**config.mk**
```make
export PLATFORM = sky130hd
export DESIGN_NAME = fets_ctrl
export DESIGN_NICKNAME = d
export VERILOG_FILES = /design/src/rtl/core/fets_pkg.sv /design/src/rtl/core/fets_ctrl.sv
export SDC_FILE = /design/constraint.sdc
export NUM_CORES = 1
export LEC_CHECK = 0
export BUFFER_PORTS_ARGS = -buffer_cell sky130_fd_sc_hd__buf_4
export CORE_AREA = 2 2 39 41
export DETAILED_ROUTE_END_ITERATION = 12
export DIE_AREA = 0 0 41 43
export HOLD_SLACK_MARGIN = 0.06
export SYNTH_ARGS = -nofsm -noshare
export SYNTH_HDL_FRONTEND = slang
export SYNTH_SLANG_ARGS = --single-unit
```
**constraint.sdc**
```tcl
create_clock -name clock -period 1.58 [get_ports clock]
set_clock_uncertainty 0.15 [all_clocks]
set_input_delay 0.079 -clock clock [delete_from_list [all_inputs] [get_ports clock]]
set_output_delay 0.079 -clock clock [all_outputs]
set_load 0.01 [all_outputs]
```
**src/rtl/core/fets_pkg.sv**
```systemverilog
package fets_pkg;

   localparam int MAX_ITERATIONS = 510;
   localparam int MAX_DIMENSION  = 1024;
   localparam int FRACTION_BITS  = 28;

   localparam int PIX_W  = 10;
   localparam int DIM_W  = 11;
   localparam int WORD_W = 32;
   localparam int VW_W   = 31;
   localparam int SX_W   = VW_W;
   localparam int DY_W   = SX_W + DIM_W;
   localparam int DEN_W  = DY_W + PIX_W;
   localparam int ADDR_W = 5;

   localparam logic signed [WORD_W-1:0] JULIA_C_REAL_RESET = 32'sd200093238;
   localparam logic signed [WORD_W-1:0] JULIA_C_IMAG_RESET = 32'sd30334898;
   localparam logic [VW_W-1:0]          VIEW_WIDTH_RESET   = 31'd268435456;
   localparam logic [DIM_W-1:0]         COLUMNS_RESET      = 11'd640;
   localparam logic [DIM_W-1:0]         ROWS_RESET         = 11'd480;

   typedef enum logic [2:0] {
      REG_FRACTAL_MODE,
      REG_ORIGIN_X,
      REG_ORIGIN_Y,
      REG_VIEW_WIDTH,
      REG_JULIA_C_REAL,
      REG_JULIA_C_IMAG,
      REG_IMAGE_COLUMNS,
      REG_IMAGE_ROWS
   } csr_index_type;

   typedef enum logic [1:0] {
      DIV_SX,
      DIV_ZR,
      DIV_ZI
   } div_op_type;

   typedef struct packed {
      logic                     fractal_mode;
      logic signed [WORD_W-1:0] origin_x;
      logic signed [WORD_W-1:0] origin_y;
      logic [VW_W-1:0]          view_width;
      logic signed [WORD_W-1:0] julia_c_real;
      logic signed [WORD_W-1:0] julia_c_imag;
      logic [DIM_W-1:0]         image_columns;
      logic [DIM_W-1:0]         image_rows;
   } cfg_type;

   typedef struct packed {
      logic       load;
      logic       div_start;
      div_op_type div_start_op;
      logic       div_take;
      div_op_type div_take_op;
      logic       prep;
      logic       map;
      logic       mul;
      logic       step;
      logic       emit;
   } cmd_type;

   typedef struct packed {
      logic div_done;
      logic julia;
      logic escape;
      logic at_max;
      logic out_full;
   } stat_type;

   function automatic logic [WORD_W-1:0] sat32(input logic signed [67:0] v);
      if (v > 68'sd2147483647) begin
         return 32'h7FFF_FFFF;
      end else if (v < -68'sd2147483648) begin
         return 32'h8000_0000;
      end else begin
         return v[WORD_W-1:0];
      end
   endfunction

endpackage

```
**src/rtl/core/fets_ctrl.sv**
```systemverilog
module fets_ctrl (
   input  logic               clock,
   input  logic               reset,
   input  logic               req_valid,
   output logic               req_ready,
   input  fets_pkg::stat_type stat,
   output fets_pkg::cmd_type  cmd
);
   typedef enum logic [3:0] {
      ST_IDLE,
      ST_WAIT_SX,
      ST_PREP,
      ST_MAP,
      ST_WAIT_ZR,
      ST_WAIT_ZI,
      ST_MUL,
      ST_STEP,
      ST_DRAIN
   } state_type;

   state_type state_ff;
   state_type state_in;

   always_comb begin
      state_in          = state_ff;
      req_ready         = 1'b0;
      cmd               = '0;
      cmd.div_start_op  = fets_pkg::DIV_SX;
      cmd.div_take_op   = fets_pkg::DIV_SX;
      case (state_ff)
         ST_IDLE: begin
            req_ready = 1'b1;
            if (req_valid) begin
               cmd.load      = 1'b1;
               cmd.div_start = 1'b1;
               state_in      = ST_WAIT_SX;
            end
         end
         ST_WAIT_SX: begin
            if (stat.div_done) begin
               cmd.div_take = 1'b1;
               state_in     = ST_PREP;
            end
         end
         ST_PREP: begin
            cmd.prep = 1'b1;
            state_in = ST_MAP;
         end
         ST_MAP: begin
            cmd.map = 1'b1;
            if (stat.julia) begin
               cmd.div_start    = 1'b1;
               cmd.div_start_op = fets_pkg::DIV_ZR;
               state_in         = ST_WAIT_ZR;
            end else begin
               state_in = ST_MUL;
            end
         end
         ST_WAIT_ZR: begin
            if (stat.div_done) begin
               cmd.div_take     = 1'b1;
               cmd.div_take_op  = fets_pkg::DIV_ZR;
               cmd.div_start    = 1'b1;
               cmd.div_start_op = fets_pkg::DIV_ZI;
               state_in         = ST_WAIT_ZI;
            end
         end
         ST_WAIT_ZI: begin
            if (stat.div_done) begin
               cmd.div_take    = 1'b1;
               cmd.div_take_op = fets_pkg::DIV_ZI;
               state_in        = ST_MUL;
            end
         end
         ST_MUL: begin
            cmd.mul  = 1'b1;
            state_in = ST_STEP;
         end
         ST_STEP: begin
            if (stat.escape || stat.at_max) begin
               state_in = ST_DRAIN;
            end else begin
               cmd.step = 1'b1;
               state_in = ST_MUL;
            end
         end
         ST_DRAIN: begin
            // wait for the output register to free up
            if (!stat.out_full) begin
               cmd.emit = 1'b1;
               state_in = ST_IDLE;
            end
         end
         default: begin
            state_in = ST_IDLE;
         end
      endcase
   end

   always_ff @(posedge clock) begin
      if (reset) begin
         state_ff <= ST_IDLE;
      end else begin
         state_ff <= state_in;
      end
   end
endmodule

```
==> flow_metrics.py, run 1 <==
metrics = {
    "placement": {
        "dp_cells": 85,
        "port_buffers": 20,
        "dp_hpwl_um": 751,
        "place.gp.congestion": 0.779,
        "post-place-ws_ps": 82.6,
        "dpl_cell_area_sq_um": 529,
    },
    "synthesis": {
        "synth_top_area_share_pct": 21.6,
        "synthArstFlopShare_pct": 0,
        "yosysTopAreaCell": "dfxtp_1",
        "syn-cell-area_sq_um": 370,
        "ys_ff_latch": 4,
        "netlist_instances": 51,
        "yosysUniqueCellTypes": 23,
        "synth_edf_count": 0,
        "synth_ff_type": "dfxtp_1",
        "synth.area.top_cells": "dfxtp_1 (22%), nand2b_1 (6.8%), nor3_1 (6.8%)",
        "synthesis.nets": 59,
        "seq_area_frac_synth_pct": 21.6,
        "yosys_warnings": 0,
        "synth_area_per_cell_sq_um": 7.26,
    },
    "final_layout": {
        "fin_area_sq_um": 654,
        "fin_nets": 89,
        "top_register": "state_ff",
        "final_cell_mix": "buf_4 (25), nor3_1 (5), nor2_1 (5)",
        "area_growth_pct": 76.7,
        "top_regs": "state_ff (4)",
        "layout_commonest_cell": "buf_4",
        "antenna_cells": 0,
        "fin_cells": 95,
        "drive_gt1_share_pct": 51.9,
        "fillCellCount": 140,
        "largest_reg_flops": 4,
        "postLayoutCoreUtil_pct": 47.3,
    },
    "floorplan": {
        "boundaryPins": 21,
        "die_area_sq_mm": 0.00176,
        "start_util_pct": 26.8,
        "die_y_um": 43,
        "die_w_um": 41,
        "core_sq_mm": 0.00138,
        "num_rows": 14,
    },
    "global_route": {
        "overflow": 0,
        "grt_pass1_vias": 417,
        "grt_max_degree": 14,
        "grt_use_met3_pct": 0,
        "track_usage_pct": 15.0,
        "grt_pass1_wl_um": 1860,
        "grtUsageMet2_pct": 25.3,
        "busiest_layer": "met2",
        "gr-usage-met1_pct": 19.0,
        "antenna_found_initial": 0,
    },
    "detailed_routing": {
        "wirelength_um": 1250,
        "vias_per_cell": 5.35,
        "drt_iter0_drc": 13,
        "wl_per_cell_um": 13.1,
        "drc": 0,
        "ant_nets": 0,
        "vias": 508,
        "firstDrtPassIters": 4,
    },
    "timing": {
        "final-hold-violation-count": 0,
        "holdWs_ps": 89.9,
        "setup_ws_ps": 23.5,
        "maxSlewViolCount": 0,
        "fin_crit_ps": 1560,
        "finalSetupViolations": 0,
        "relSlewSlack_pct": 77.7,
        "fmax_mhz": 642,
        "tns_ps": 0,
        "rsz0062_at_grt": "true",
        "worst_pin_slew_ps": 334,
        "min_period_over_period_pct": 98.5,
    },
    "clock_tree": {
        "path_clk_slew_ps": 40,
        "insertion_delay_ps": 230,
        "cts_tree": "done",
        "clock-sinks": 4,
        "numCtsBuffers": 3,
        "cts-htree-levels": 1,
        "root_buffer": "clkbuf_4",
        "clk_path_buf_depth": 2,
    },
    "min_path": {
        "hold_path.class": "primary input to flip-flop",
    },
    "power_and_ir_drop": {
        "powerDensity_mw_per_mm2": 838,
        "power_mw": 0.548,
        "max-vdd-ir-drop_v": 0.000323,
        "p_leak_nw": 0.296,
    },
    "worst_setup_path": {
        "cp.arrival_ps": 1330,
        "cp-end-kind": "primary output",
        "critPathKind": "flip-flop to primary output",
        "crit_path_start_kind": "flip-flop",
        "required_ps": 1350,
        "crit_fanout": 4,
    },
    "flow_run": {
        "drv_cap": 0,
    },
    "status": {
        "status": "complete, no violations",
    },
}
==> cells by family (layout without fill, tap and decap cells) <==
logic type / after synthesis / count (layout) / synth area share [%]
buffers and inverters: 4 / 32 / 7.09
flip-flops: 4 / 4 / 21.6
AND/OR/NAND/NOR: 35 / 35 / 55.1
AO/OA/AOI/OAI: 8 / 8 / 16.2
==> layout make-up <==
class	count	area (sq um)	area share [%]
well taps	16	20.0	3.06
flip-flops and latches	4	92.6	14.1
repair buffers	29	229	35.0
clock buffers	3	22.5	3.44
multi-input cells	43	290	44.4
==> power breakdown <==
group	total [mW]	internal (mW)	switching (mW)
clock	0.125	0.0848	0.0403
sequential	0.130	0.118	0.0127
combinational	0.293	0.150	0.143
total	0.548	0.353	0.196
==> synth_stat cells, types with 2 or more instances <==
cell	n
nor2_1	6
nor3_1	5
dfxtp_1	4
nand2b_1	4
a21oi_1	3
buf_2	3
nand2_1	3
nor4_1	3
and2_1	2
nand3_1	2
nor4b_1	2
or2_1	2
or3_1	2
==> worst paths after layout <==
kind / from / endpoint / slack, ps / cells past startpoint
max: state_ff[0] / cmd[10] / 20 / 4
max reg2reg: state_ff[0] / state_ff[0] / 50 / 5
min: stat[1] / state_ff[1] / 90 / 4
min reg2reg: state_ff[2] / state_ff[1] / 490 / 3
==> repair_timing <==
action,CTS,global route
hold endpoints to repair,3,0
buffers inserted,4,0
hold buffers,3,0
pin swaps,0,1
resized for setup,8,6
setup endpoints to repair,8,4
==> layer usage <==
layer / vias up / wire length (um)
met5: - / 0
met3: 2 / 89
met4: 0 / 18
met2: 24 / 621
met1: 233 / 515
li1: 249 / -
==> worst max-delay path: stages (launching register included) <==
cell and delay [ps]:
dfxtp_4 340, or3_4 400, a21oi_1 120, or2_1 130
buf_6 100
Note: power is estimated with default switching activity, not from simulation.
==> inputs of run 2 (changes only) <==
--- a/config.mk
+++ b/config.mk
@@ -5,6 +5,7 @@
 export SDC_FILE = /design/constraint.sdc
 export NUM_CORES = 1
 export LEC_CHECK = 0
+export ABC_AREA = 1
 export BUFFER_PORTS_ARGS = -buffer_cell sky130_fd_sc_hd__buf_4
 export CORE_AREA = 2 2 39 41
 export DETAILED_ROUTE_END_ITERATION = 12
==> run 2 against run 1 <==
Synthesized area down 2.0%. Global-route usage down 3.7 points. Routed wire length down 27%. First-iteration DRC count down 15%.
==> flow_metrics.py, run 2 <==
metrics = {
    "clock_tree": {
        "cts_tree": "done",
        "clock-sinks": 4,
        "numCtsBuffers": 3,
        "postCtsSetupBuffers": 0,
        "root_buffer": "clkbuf_4",
        "clk_path_buf_depth": 2,
        "path_clk_slew_ps": 40,
        "insertion_delay_ps": 230,
        "cts-htree-levels": 1,
    },
    "final_layout": {
        "top_register": "state_ff",
        "antenna_cells": 0,
        "area_growth_pct": 62.4,
        "postLayoutCoreUtil_pct": 42.6,
        "largest_reg_flops": 4,
        "fin_nets": 101,
        "layout_commonest_cell": "buf_4",
        "drive_gt1_share_pct": 45.1,
        "top_regs": "state_ff (4)",
        "final_cell_mix": "buf_4 (20), inv_1 (15), nand2_1 (13)",
    },
    "synthesis": {
        "synthArstFlopShare_pct": 0,
        "yosysUniqueCellTypes": 16,
        "synth_ff_type": "dfxtp_1",
        "netlist_instances": 66,
        "yosysTopAreaCell": "dfxtp_1",
        "syn-cell-area_sq_um": 363,
        "ys_ff_latch": 4,
        "synth.area.top_cells": "dfxtp_1 (22%), inv_1 (16%), nand2_1 (13%)",
        "seq_area_frac_synth_pct": 22.1,
        "synth_edf_count": 0,
        "synth_most_common_cell": "inv_1",
        "synthesis.nets": 74,
        "synth_area_per_cell_sq_um": 5.50,
        "yosys_warnings": 0,
        "synth_top_area_share_pct": 22.1,
        "synth_common_cells": "inv_1 (15), nand2_1 (13), nor2_1 (9)",
    },
    "timing": {
        "relSlewSlack_pct": 87.7,
        "worst_pin_slew_ps": 183,
        "holdWs_ps": 93.6,
        "fmax_mhz": 685,
        "rsz0062_at_grt": "false",
        "final-hold-violation-count": 0,
        "fin_crit_ps": 1460,
        "maxSlewViolCount": 0,
        "finalSetupViolations": 0,
        "min_period_over_period_pct": 92.4,
        "tns_ps": 0,
    },
    "power_and_ir_drop": {
        "max-vdd-ir-drop_v": 0.000361,
        "powerDensity_mw_per_mm2": 863,
        "p_leak_nw": 0.349,
    },
    "detailed_routing": {
        "firstDrtPassIters": 4,
        "wirelength_um": 915,
        "vias_per_cell": 4.25,
        "ant_nets": 0,
        "drc": 0,
        "wl_per_cell_um": 8.55,
        "vias": 455,
        "drt_iter0_drc": 11,
    },
    "global_route": {
        "grt_max_degree": 7,
        "antenna_found_initial": 0,
        "grt_pass1_wl_um": 1380,
        "track_usage_pct": 11.2,
        "grt_pass1_vias": 369,
        "overflow": 0,
    },
    "worst_setup_path": {
        "crit_path_start_kind": "flip-flop",
        "crit_family": "simple AND/OR/NAND/NOR gates",
        "crit_fanout": 6,
        "required_ps": 1350,
        "critPathKind": "flip-flop to primary output",
        "cpMostUsedCell": "nand2_1",
        "max_stage_delay_ps": 350,
        "cp_cell_sequence": "nor2_2 > nand2_1 > inv_1 > nand2_1 > nand3b_1 > buf_4",
        "slowest_stage": "dfxtp_2",
        "crit_buf_inv": 2,
        "cp-end-kind": "primary output",
        "cp.arrival_ps": 1230,
    },
    "min_path": {
        "hold_path.class": "primary input to flip-flop",
    },
    "floorplan": {
        "core_sq_mm": 0.00138,
        "boundaryPins": 21,
        "die_y_um": 43,
        "num_rows": 14,
        "die_area_sq_mm": 0.00176,
        "start_util_pct": 26.2,
        "die_w_um": 41,
    },
    "flow_run": {
        "drv_cap": 0,
    },
    "placement": {
        "place.gp.congestion": 0.823,
        "dp_hpwl_um": 748,
        "port_buffers": 20,
    },
    "status": {
        "status": "complete, no violations",
    },
}
[run 2: cell types whose count changed after synthesis, moves of 3 or more]
cell / change
nor2_1: +3
inv_2: +3
buf_2: -3
nor2_2: +4
nor3_1: -5
inv_1: +15
nand2b_1: -4
nand2_1: +10
nand3_1: +4
[run 2: cells by family (layout without fill, tap and decap cells)]
kind of cell    Yosys count  after routing  share of synthesized area, %
compound gates            6              6                          9.66
buf+inv                  18             43                          18.6
flops                     4              4                          22.1
simple gates             38             38                          49.7
[run 2: report_power, final]
part	internal (mW)	switching, mW	total [mW]
logic	0.110	0.131	0.241
clock network	0.0850	0.0419	0.127
registers	0.117	0.0232	0.140
[run 2: cell type report]
cell class / instances / area, sq um
clock buffer: 3 / 22.5
sequential: 4 / 85.1
timing repair buffer: 22 / 170
multi-input combinational: 44 / 224
fill: 153 / 795
inverter: 18 / 67.6
tap: 16 / 20.0
[run 2: what timing repair did]
item | 4_1_cts | 5_1_grt
gates resized for setup | 0 | 6
setup endpoints to repair | 0 | 2
hold buffers | 2 | 0
hold endpoints to repair | 4 | 0
[run 2: path summary, 6_finish.rpt]
check,from,end,slack [ps],cells after the start
worst min-delay path,stat[2],state_ff[3],90,4
worst max-delay path,state_ff[3],cmd[10],120,6
worst max register to register,state_ff[0],state_ff[1],320,9
worst min register to register,state_ff[0],state_ff[0],360,2
[run 2: through the flow]
stage / instance area [sq um] / instances / worst slack (ps) / power (mW)
after detailed placement: 533 / 102 / 266 / 0.372
after global routing: 589 / 107 / 6.01 / 0.558
after CTS: 576 / 107 / 11.6 / 0.510
final: 589 / 107 / 121 / 0.509
after global placement: 533 / 102 / 225 / 0.376
after floorplan: 363 / 66 / 333 / 0.280
[run 2: layer usage]
| layer | up-vias | GRT usage (%) | wire [um] |
|---|---|---|---|
| met5 | - | 0 | 0 |
| met1 | 194 | 12.8 | 399 |
| met3 | 0 | 1.57 | 61 |
| met2 | 13 | 18.8 | 454 |
| li1 | 248 | - | - |
| met4 | 0 | 6.00 | 0 |
[run 2: tightest hold or removal path: stages]
cell,delay (ps)
buf_4,70
or2_2,110
nand3_1,60
a21oi_1,110
==> inputs of run 3 (changes only) <==
--- a/config.mk
+++ b/config.mk
@@ -6,10 +6,10 @@
 export NUM_CORES = 1
 export LEC_CHECK = 0
 export ABC_AREA = 1
-export BUFFER_PORTS_ARGS = -buffer_cell sky130_fd_sc_hd__buf_4
 export CORE_AREA = 2 2 39 41
 export DETAILED_ROUTE_END_ITERATION = 12
 export DIE_AREA = 0 0 41 43
+export DONT_BUFFER_PORTS = 1
 export HOLD_SLACK_MARGIN = 0.06
 export SYNTH_ARGS = -nofsm -noshare
 export SYNTH_HDL_FRONTEND = slang
==> constraint.sdc (replaced) <==
create_clock -name clock -period 1.3 [get_ports clock]
set_clock_uncertainty 0.15 [all_clocks]
set_input_delay 0.065 -clock clock [delete_from_list [all_inputs] [get_ports clock]]
set_output_delay 0.065 -clock clock [all_outputs]
set_load 0.01 [all_outputs]
==> run 3 against run 2 <==
The flow now finishes with violations (setup timing). Hold slack lost 14 ps. Register-to-register slack lost 320 ps. Routed wire length grew 18%. First-iteration DRC count shrank 36%. Largest power group unchanged. Global-route usage grew 1.3 points. Combinational power grew 34%. Critical endpoint is now cmd[6].
==> flow_metrics.py, run 3 (synthesis gave the netlist of run 2 again) <==
metrics = {
    "worst_setup_path": {
        "ff2ff_setup_slack_ps": 0,
        "crit_family": "flip-flops",
        "crit_path_start_kind": "flip-flop",
        "crit_buf_inv": 3,
        "cp-end-kind": "primary output",
        "worstReg2RegEnd": "state_ff[1]",
        "crit_fanout": 5,
        "required_ps": 1090,
        "max_stage_delay_ps": 390,
        "cp_cell_sequence": "inv_4 > nor2_4 > inv_2 > nor4_2 > buf_4",
        "slowest_stage": "dfxtp_4",
        "reg2reg_depth": 8,
        "cp.arrival_ps": 1120,
        "critPathKind": "flip-flop to primary output",
        "worstReg2RegStart": "state_ff[2]",
    },
    "detailed_routing": {
        "firstDrtPassIters": 4,
        "drt_iter0_drc": 7,
        "wirelength_um": 1080,
        "wl_per_cell_um": 11.1,
        "vias_per_cell": 4.53,
        "drc": 0,
        "vias": 439,
        "ant_nets": 0,
    },
    "final_layout": {
        "antenna_cells": 0,
        "postLayoutCoreUtil_pct": 43.2,
        "fillCellCount": 153,
        "fin_nets": 91,
        "fin_cells": 97,
        "drive_gt1_share_pct": 55.6,
        "final_cell_mix": "nand2_1 (9), inv_2 (9), inv_1 (7)",
        "fin_area_sq_um": 598,
        "area_growth_pct": 64.8,
        "largest_reg_flops": 4,
        "top_regs": "state_ff (4)",
        "top_register": "state_ff",
    },
    "clock_tree": {
        "cts_tree": "done",
        "insertion_delay_ps": 230,
        "clock-sinks": 4,
        "root_buffer": "clkbuf_4",
        "clk_path_buf_depth": 2,
        "path_clk_slew_ps": 40,
        "cts-htree-levels": 1,
        "numCtsBuffers": 3,
    },
    "global_route": {
        "grt_max_degree": 7,
        "grt_pass1_vias": 393,
        "antenna_found_initial": 0,
        "track_usage_pct": 12.6,
        "overflow": 0,
        "grt_pass1_wl_um": 1480,
    },
    "placement": {
        "dp_cells": 86,
        "port_buffers": 0,
        "place.gp.congestion": 0.694,
        "dp_hpwl_um": 665,
        "dpl_cell_area_sq_um": 413,
    },
    "min_path": {
        "hold_start": "stat[3]",
        "hold_path.class": "primary input to primary output",
        "hold_end": "cmd[8]",
        "min_path_cells": 2,
    },
    "floorplan": {
        "die_w_um": 41,
        "boundaryPins": 21,
        "die_y_um": 43,
        "start_util_pct": 26.2,
        "num_rows": 14,
        "die_area_sq_mm": 0.00176,
        "core_sq_mm": 0.00138,
    },
    "flow_run": {
        "drv_cap": 0,
    },
    "power_and_ir_drop": {
        "p_leak_nw": 0.292,
        "max-vdd-ir-drop_v": 0.000427,
        "power_mw": 0.663,
        "powerDensity_mw_per_mm2": 1110,
    },
    "timing": {
        "relSlewSlack_pct": 86.5,
        "worst_pin_slew_ps": 201,
        "tns_ps": -71.8,
        "finalSetupViolations": 3,
        "fmax_mhz": 748,
        "rsz0062_at_grt": "true",
        "fin_crit_ps": 1340,
        "maxSlewViolCount": 0,
        "final-hold-violation-count": 0,
        "min_period_over_period_pct": 103,
        "setup_ws_ps": -37.5,
    },
    "status": {
        "status": "complete, but fails checks",
        "violations": "setup timing",
    },
}
[run 3: changes by cell type in the layout (fill, tap and decap cells not counted), sizes merged]
cell,delta
buf,-13
dlygate4sd3,+3
[run 3: worst reg2reg max path, delay by kind of cell (launching register included)]
family	cells	cell delay (ps)
flops	1	360
buf+inv	1	130
compound gates	1	100
simple gates	6	490
[run 3: through the flow]
step           worst slack, ps  hold WS [ps]
4_1_cts                  -28.2          93.7
3_3_place_gp              13.8         -20.7
6_report                 -37.5          79.8
5_1_grt                   -116           101
3_5_place_dp              15.6         -19.8
2_1_floorplan             66.9         -22.6
[run 3: how the worst max path moves through the flow]
stage,depth (start not counted),end,startpoint
after floorplan,4,cmd[10],state_ff[0]
after detailed placement,7,state_ff[0],state_ff[3]
final,5,cmd[6],state_ff[0]
after CTS,5,cmd[10],state_ff[1]
after global routing,5,cmd[6],state_ff[0]
after global placement,8,state_ff[1],state_ff[3]
[run 3: per-layer routing]
layer | global-route usage, % | vias up | share of wire (%)
met5 | 0 | - | 0
met4 | 8.00 | 0 | 0
met3 | 3.66 | 0 | 4.4
met2 | 20.9 | 15 | 56
met1 | 12.6 | 193 | 40
li1 | - | 231 | -
[run 3: timing repair]
item / in CTS / in global routing
resized for setup: 22 / 14
endpoints found under the hold margin: 5 / 0
setup endpoints to repair: 10 / 13
pin swaps: 3 / 4
hold buffers: 5 / 0
buffers inserted: 3 / 0
[run 3: cell type report]
cell class | instances | area [sq um] | share of cell area [%]
Clock buffer | 3 | 22.5 | 3.77
Inverter | 18 | 72.6 | 12.1
Multi-Input combinational cell | 44 | 278 | 46.4
Sequential cell | 4 | 95.1 | 15.9
Tap cell | 16 | 20.0 | 3.35
Timing Repair Buffer | 12 | 110 | 18.4
[run 3: report_power, final]
part           internal (mW)  leakage, nW  switching (mW)  total (mW)
Sequential             0.143       0.0355          0.0402       0.183
Combinational          0.134        0.243           0.190       0.324
Clock                  0.103       0.0138          0.0528       0.156
Total                  0.381        0.292           0.283       0.663
